File: src/sv/rcst_pkg.sv
// ---------------------------------------------------------------------------
// rcst_pkg
// types and constants shared by the relay channel safety timer
// ---------------------------------------------------------------------------
package rcst_pkg;

    localparam int MASK_W      = 20;
    localparam int MS_W        = 16;
    localparam int ON_TIME_W   = 17;
    localparam int CNT_W       = 5;
    localparam int CFG_IDX_W   = 2;
    localparam int CFG_DATA_W  = 16;
    localparam int OP_W        = 2;
    localparam int IN_TDATA_W  = 40;
    localparam int OUT_TDATA_W = 64;

    localparam logic [ON_TIME_W-1:0] ON_TIME_MAX = '1;

    localparam logic [MS_W-1:0]  ON_LIMIT_RESET = 16'd6000;
    localparam logic [MS_W-1:0]  PAUSE_RESET    = 16'd2500;
    localparam logic [CNT_W-1:0] COUNT_RESET    = '0;

    localparam logic [CFG_IDX_W-1:0] REG_ON_LIMIT = 2'd0;
    localparam logic [CFG_IDX_W-1:0] REG_PAUSE    = 2'd1;
    localparam logic [CFG_IDX_W-1:0] REG_COUNT    = 2'd2;

    typedef enum logic [OP_W-1:0] {
        OP_START = 2'd0,
        OP_STOP  = 2'd1,
        OP_TICK  = 2'd2
    } t_op;

    typedef struct packed {
        t_op             op;
        logic [MS_W-1:0] tick_ms;
        logic            network_ok;
        logic            killed;
        logic [MS_W-1:0] on_limit_ms;
        logic [MS_W-1:0] pause_ms;
    } t_item_ctl;

    typedef struct packed {
        logic                 active;
        logic                 relay;
        logic [ON_TIME_W-1:0] on_time;
        logic [MS_W-1:0]      pause_left;
    } t_chan_state;

    typedef struct packed {
        logic started;
        logic halted;
    } t_chan_flags;

endpackage

File: src/sv/rcst_chan.sv
// ---------------------------------------------------------------------------
// rcst_chan
// one relay channel: state registers and the per-beat update
// ---------------------------------------------------------------------------
module rcst_chan (
    input  logic                   i_clk,
    input  logic                   i_rst_n,
    input  logic                   i_adv,
    input  rcst_pkg::t_item_ctl    i_ctl,
    input  logic                   i_sel,
    input  logic                   i_in_use,
    output rcst_pkg::t_chan_state  o_next,
    output rcst_pkg::t_chan_flags  o_flags
);

    rcst_pkg::t_chan_state r_state;
    rcst_pkg::t_chan_state n_state;
    rcst_pkg::t_chan_flags n_flags;

    logic [rcst_pkg::MS_W-1:0]      w_pause_tick;
    logic [rcst_pkg::ON_TIME_W-1:0] w_on_tick;
    logic [rcst_pkg::ON_TIME_W:0]   w_on_sum;

    // aged counters for a tick
    always_comb begin
        w_on_sum     = {1'b0, r_state.on_time} + (rcst_pkg::ON_TIME_W + 1)'(i_ctl.tick_ms);
        w_pause_tick = r_state.pause_left;
        w_on_tick    = r_state.on_time;
        if (r_state.pause_left != '0) begin
            w_pause_tick = (r_state.pause_left > i_ctl.tick_ms) ?
                           (r_state.pause_left - i_ctl.tick_ms) : '0;
        end else if (r_state.active) begin
            w_on_tick = w_on_sum[rcst_pkg::ON_TIME_W] ? rcst_pkg::ON_TIME_MAX :
                        w_on_sum[rcst_pkg::ON_TIME_W-1:0];
        end
    end

    always_comb begin
        n_state = r_state;
        n_flags = '0;
        if (i_in_use) begin
            case (i_ctl.op)
                rcst_pkg::OP_START: begin
                    if (i_sel && r_state.pause_left == '0 && !r_state.active &&
                        r_state.on_time <= {1'b0, i_ctl.on_limit_ms}) begin
                        n_state.active  = 1'b1;
                        n_state.on_time = '0;
                        if (!i_ctl.killed) begin
                            n_state.relay = 1'b1;
                        end
                        n_flags.started = 1'b1;
                    end
                end
                rcst_pkg::OP_STOP: begin
                    if (i_sel && r_state.active) begin
                        n_state.active  = 1'b0;
                        n_state.relay   = 1'b0;
                        n_state.on_time = '0;
                        n_flags.halted  = 1'b1;
                    end
                end
                rcst_pkg::OP_TICK: begin
                    n_state.pause_left = w_pause_tick;
                    n_state.on_time    = w_on_tick;
                    if (r_state.active && !i_ctl.network_ok) begin
                        n_state.active  = 1'b0;
                        n_state.relay   = 1'b0;
                        n_state.on_time = '0;
                        n_flags.halted  = 1'b1;
                    end else if (w_on_tick > {1'b0, i_ctl.on_limit_ms}) begin
                        n_state.pause_left = i_ctl.pause_ms;
                        if (r_state.active) begin
                            n_state.active  = 1'b0;
                            n_state.relay   = 1'b0;
                            n_state.on_time = '0;
                            n_flags.halted  = 1'b1;
                        end
                    end
                end
                default: begin
                end
            endcase
        end
    end

    always_ff @(posedge i_clk) begin
        if (!i_rst_n) begin
            r_state <= '0;
        end else if (i_adv) begin
            r_state <= n_state;
        end
    end

    assign o_next  = n_state;
    assign o_flags = n_flags;

endmodule

File: config.mk
export PLATFORM = sky130hd
export DESIGN_NAME = rcst_chan
export DESIGN_NICKNAME = d
export VERILOG_FILES = /design/src/sv/rcst_pkg.sv /design/src/sv/rcst_chan.sv
export SDC_FILE = /design/constraint.sdc
export NUM_CORES = 1
export LEC_CHECK = 0
export ABC_AREA = 1
export BUFFER_PORTS_ARGS = -buffer_cell sky130_fd_sc_hd__clkbuf_2
export CAP_MARGIN = 20
export CORE_ASPECT_RATIO = 1.1
export CORE_UTILIZATION = 50
export DETAILED_ROUTE_END_ITERATION = 8
export GPL_ROUTABILITY_DRIVEN = 0
export HOLD_SLACK_MARGIN = 0.02
export PLACE_DENSITY_LB_ADDON = 0.3
export REMOVE_ABC_BUFFERS = 1
export SLEW_MARGIN = 20
export SYNTH_ARGS = -nofsm -noshare
export SYNTH_HDL_FRONTEND = slang
export SYNTH_SLANG_ARGS = --single-unit
File: constraint.sdc
create_clock -name i_clk -period 4.48 [get_ports i_clk]
set_input_delay 0 -clock i_clk [delete_from_list [all_inputs] [get_ports i_clk]]
set_output_delay 0 -clock i_clk [all_outputs]
set_load 0.05 [all_outputs]
* Word-level counts from Yosys, hierarchy flattened
Index checks and enable logic that the tools add are counted.
** Operators by class
- Add/subtract/negate cells :: 2
- Order comparisons :: 3
- Equal/unequal tests :: 2
- Muxes and demuxes :: 23
- Reduce and logical (&&, ||, !) cells :: 10
** Operators with widths (count)
- two-way mux 35 bit :: 2
- two-way mux 16 bit :: 4
- two-way mux 19 bit :: 3
- case mux 19 bit (3 select lines) :: 1
- two-way mux 17 bit :: 3
- adder 17 x 16 -> 18 bit :: 1
- two-way mux 18 bit :: 1
- > comparator 17 x 16 -> 1 bit :: 1
- <= comparator 17 x 16 -> 1 bit :: 1
- > comparator 16 bit :: 1
- zero test 16 bit :: 1
- nonzero test 16 bit :: 1
- subtractor 16 bit :: 1
- two-way mux 1 bit :: 7
- logical AND 1 bit :: 5
- == test 2 x 1 -> 1 bit (second input constant) :: 1
- == test 2 bit (second input constant) :: 1
- zero test 1 bit :: 2
- zero test 2 bit :: 1
- two-way mux 2 bit :: 1
- case mux 1 bit (2 select lines) :: 1
** Storage, ports and cells
- Register bits :: 35
- Bits of input ports :: 57

* Logic depth before layout (Yosys ltp)
- Word-level depth :: 9
- Mapped depth :: 32
- Depth with buffers taken out :: 30

* Worst setup path after synthesis
OpenSTA, ideal clock, no wires.
- Path type :: flip-flop to output port
- From :: register r_state[22] (netlist bit)
- To :: output port o_flags[0] (netlist bit)
- Arrival time :: 3751 ps
- Data required time :: 4480 ps
- Setup slack :: 729 ps
- Stages on the path, launching flop included :: 28
- Path buffers :: 1
- Cell sequence :: dfxtp_1 ha_1 a21oi_1 nor2_1 nor2_1 nand2_1 nand2_1 nand4_1 clkbuf_2 o21ai_0 inv_1 ha_1 nand2_1 nor2_1 nand3_1 nand4_1 nand2_1 nand2_1 nand2_1 nand2_1 nand2_1 nand2_1 nand2_2 nand2_8 nand2_1 nand2_1 nand2_1 a21oi_1
** RTL lines
- start: declaration :: line rcst_chan.sv:16 : rcst_pkg::t_chan_state r_state;
- start signal: assignment :: line rcst_chan.sv:90 : r_state <= n_state;
- end: declaration :: line rcst_chan.sv:13 : output rcst_pkg::t_chan_flags o_flags

==> flow_summary.yaml <==
critical_path:
  cp.required_ps: 4480
  cp.arrival_ps: 4160
  reg2reg_slack_ps: 590
  crit_path_frequent_cell: "nand2_1"
  critical_path.endpoint_type: "primary output"
  rr_worst_depth: 30
  slowest_stage: "dfxtp_1"
  path_class: "reg -> out"
  max_stage_delay_ps: 390
  crit_fanout: 17
  start_kind: "flop"
logic_synthesis:
  syn-mean-instance-area_sq_um: 5.54
  postSynthRegisterBits: 35
  syn_inst: 1063
  synth_area_sq_um: 5890
  synthDistinctLibCells: 38
  yosys_warnings: 0
  seq_area_frac_synth_pct: 11.9
global_route:
  grtUsageMet1_pct: 35.5
  grt_pass1_vias: 6400
  grt_overflow: 0
  top_usage_layer: "met2"
  grt_util_met2_pct: 55.4
  use_met3_pct: 4.05
  grt_max_degree: 53
  grt_pass1_wl_um: 29600
  grt_usage_pct: 30.2
  antenna_found_initial: 0
floorplan:
  die_h_um: 116
  die_w_um: 106
  io_pins: 94
  fp-row-count: 41
  start_util_pct: 51.3
  core_region_area_sq_um: 11500
  die-area_sq_um: 12200
timing:
  max_freq_ghz: 0.240
  hold_ws_ps: 139
  tightest_slew_ps: 814
  finalSetupViolCount: 0
  maxSlewHeadroom_pct: 45.5
  fin_skew_ps: 10.5
  finalHoldViolCount: 0
  period_share_pct: 93.0
  final.min_clock_period_ps: 4160
  slew_violations: 0
pwr:
  swShare_pct: 47.9
  clock_power_share_pct: 21.5
  ir_drop_v: 0.000133
  leakagePower_nw: 4.26
  power.share.sequential_pct: 22.7
  power_frac_comb_pct: 55.8
  powerDensity_nw_per_um2: 234
  internal_power_w: 0.000843
  p_switching_w: 0.000776
cells_and_area:
  stdcell_count: 1302
  largest_register_ffs: 35
  layout.nets: 1280
  diodes: 0
  final_core_util_pct: 60.2
  drive_gt1_share_pct: 13.8
  syn2layout_area_growth_pct: 17.3
  nFillCells: 1218
  largest_register: "r_state"
  multiInputGateArea_sq_um: 4430
  reg_top3: "r_state (35)"
  regArea_sq_um: 711
route:
  wirelength_um: 18800
  drtIter0Drc: 474
  drc: 0
  route.vias.total: 7037
  ant_nets: 0
  dr.pass1.iters: 5
  routedWlPerCell_um: 14.4
  via_per_inst: 5.40
hold_path:
  min_path_cells: 6
  min_path_type: "in -> reg"
placement:
  portBuffers: 93
  hpwl_um: 14000
  dp.cells: 1291
cts:
  root_buffer: "clkbuf_16"
  cts_tree: "built"
  clockBufferDepth: 2
  path_clk_slew_ps: 60
  hold_buffers: 0
  htreeDepth: 2
  clock_latency_ps: 290
  clock_sinks: 35
  numCtsBuffers: 5
job:
  drv_cap: 0
outcome:
  status: "finished, final reports clean"
## cell type report
class,instances,share of cell area [%]
Multi-Input combinational cell,801,64.1
Clock buffer,6,1.86
Tap cell,150,2.71
Timing Repair Buffer,114,10.4
Inverter,196,10.6
Sequential cell,35,10.3
## power groups by stage
stage	Combinational (W)	Sequential, W	Clock (W)
2_1_floorplan	0.000612	0.000365	0
3_5_place_dp	0.000836	0.000371	0
5_1_grt	0.00101	0.000369	0.000365
4_1_cts	0.000843	0.000365	0.000351
3_3_place_gp	0.000829	0.000371	0
6_report	0.000904	0.000367	0.000348
## repair_timing
item                       in CTS  in global routing
setup endpoints to repair      19                 57
pin swaps                       0                  3
gates cloned                    0                  3
hold endpoints to repair        0                  0
gates resized for setup         3                 75
setup buffers                   0                  1
## cells by family after synthesis
kind of cell	count (synthesis)	share of synthesized area, %
simple gates	579	43.1
buf+inv	229	15.2
compound gates	131	11.8
xor+xnor	19	2.82
fa+ha+maj	70	15.1
flops	35	11.9
## final timing paths
| check | from | to |
|---|---|---|
| worst min register to register | r_state[33]$_SDFFE_PN0P_ | r_state[33]$_SDFFE_PN0P_ |
| worst max register to register | r_state[23]$_SDFFE_PN0P_ | r_state[16]$_SDFFE_PN0P_ |
| worst max-delay path | r_state[23]$_SDFFE_PN0P_ | o_next[16] |
| worst min-delay path | i_ctl[10] | r_state[10]$_SDFFE_PN0P_ |
## metrics by stage
stage	setup slack, ps	instance area, sq um	power (W)	TNS, ps
3_5_place_dp	255	6520	0.00121	0
2_1_floorplan	431	5730	0.000977	0
4_1_cts	62.3	6660	0.00156	0
6_report	316	6920	0.00162	0
3_3_place_gp	318	6520	0.00120	0
5_1_grt	-42.4	6920	0.00174	-747
## cells in the mapped netlist (all sizes together)
library cell	n	area, sq um
xor2	12	105
ha	68	851
fa	2	40.0
a21o	3	22.5
a211oi	2	15.0
nor3	6	30.0
clkinv	3	11.3
o21a	1	7.51
o22ai	1	6.26
o211ai	2	15.0
nand4	17	106
xnor2	7	61.3
inv	193	724
a21oi	74	370
nand3	136	686
a31oi	2	12.5
nor2	47	189
nand2	346	1340
o21bai	3	22.5
or2	4	25.0
buf	11	77.6
o41ai	2	17.5
dfxtp	35	701
nand3b	20	150
nor4	3	18.8
o21ai	41	205
clkbuf	22	85.1
## routing by layer
layer | share of wire, % | vias to the layer above
met4 | 3.3 | 0
met1 | 41 | 3111
met2 | 48 | 293
met3 | 7.9 | 54
met5 | 0 | -
li1 | - | 3579
## cell usage in the layout (no fill, tap or decap), drive strengths merged, types with 2 or more instances in the layout
cell | synthesis | routed
a211oi | 2 | 2
a21o | 3 | 3
a21oi | 74 | 74
a31oi | 2 | 2
buf | 11 | 27
clkbuf | 22 | 93
clkinv | 3 | 3
dfxtp | 35 | 35
fa | 2 | 2
ha | 68 | 68
inv | 193 | 193
nand2 | 346 | 348
nand3 | 136 | 136
nand3b | 20 | 20
nand4 | 17 | 17
nor2 | 47 | 47
nor3 | 6 | 6
nor4 | 3 | 3
o211ai | 2 | 2
o21ai | 41 | 41
o21bai | 3 | 3
o41ai | 2 | 2
or2 | 4 | 4
xnor2 | 7 | 7
xor2 | 12 | 12
## critical path, delay by kind of cell, from the launching register on
kind / cells / cell delay [ps]
flops: 1 / 390
fa+ha+maj: 2 / 580
buf+inv: 6 / 690
compound gates: 1 / 150
simple gates: 22 / 2020
Power figures use the tool's default switching activity.
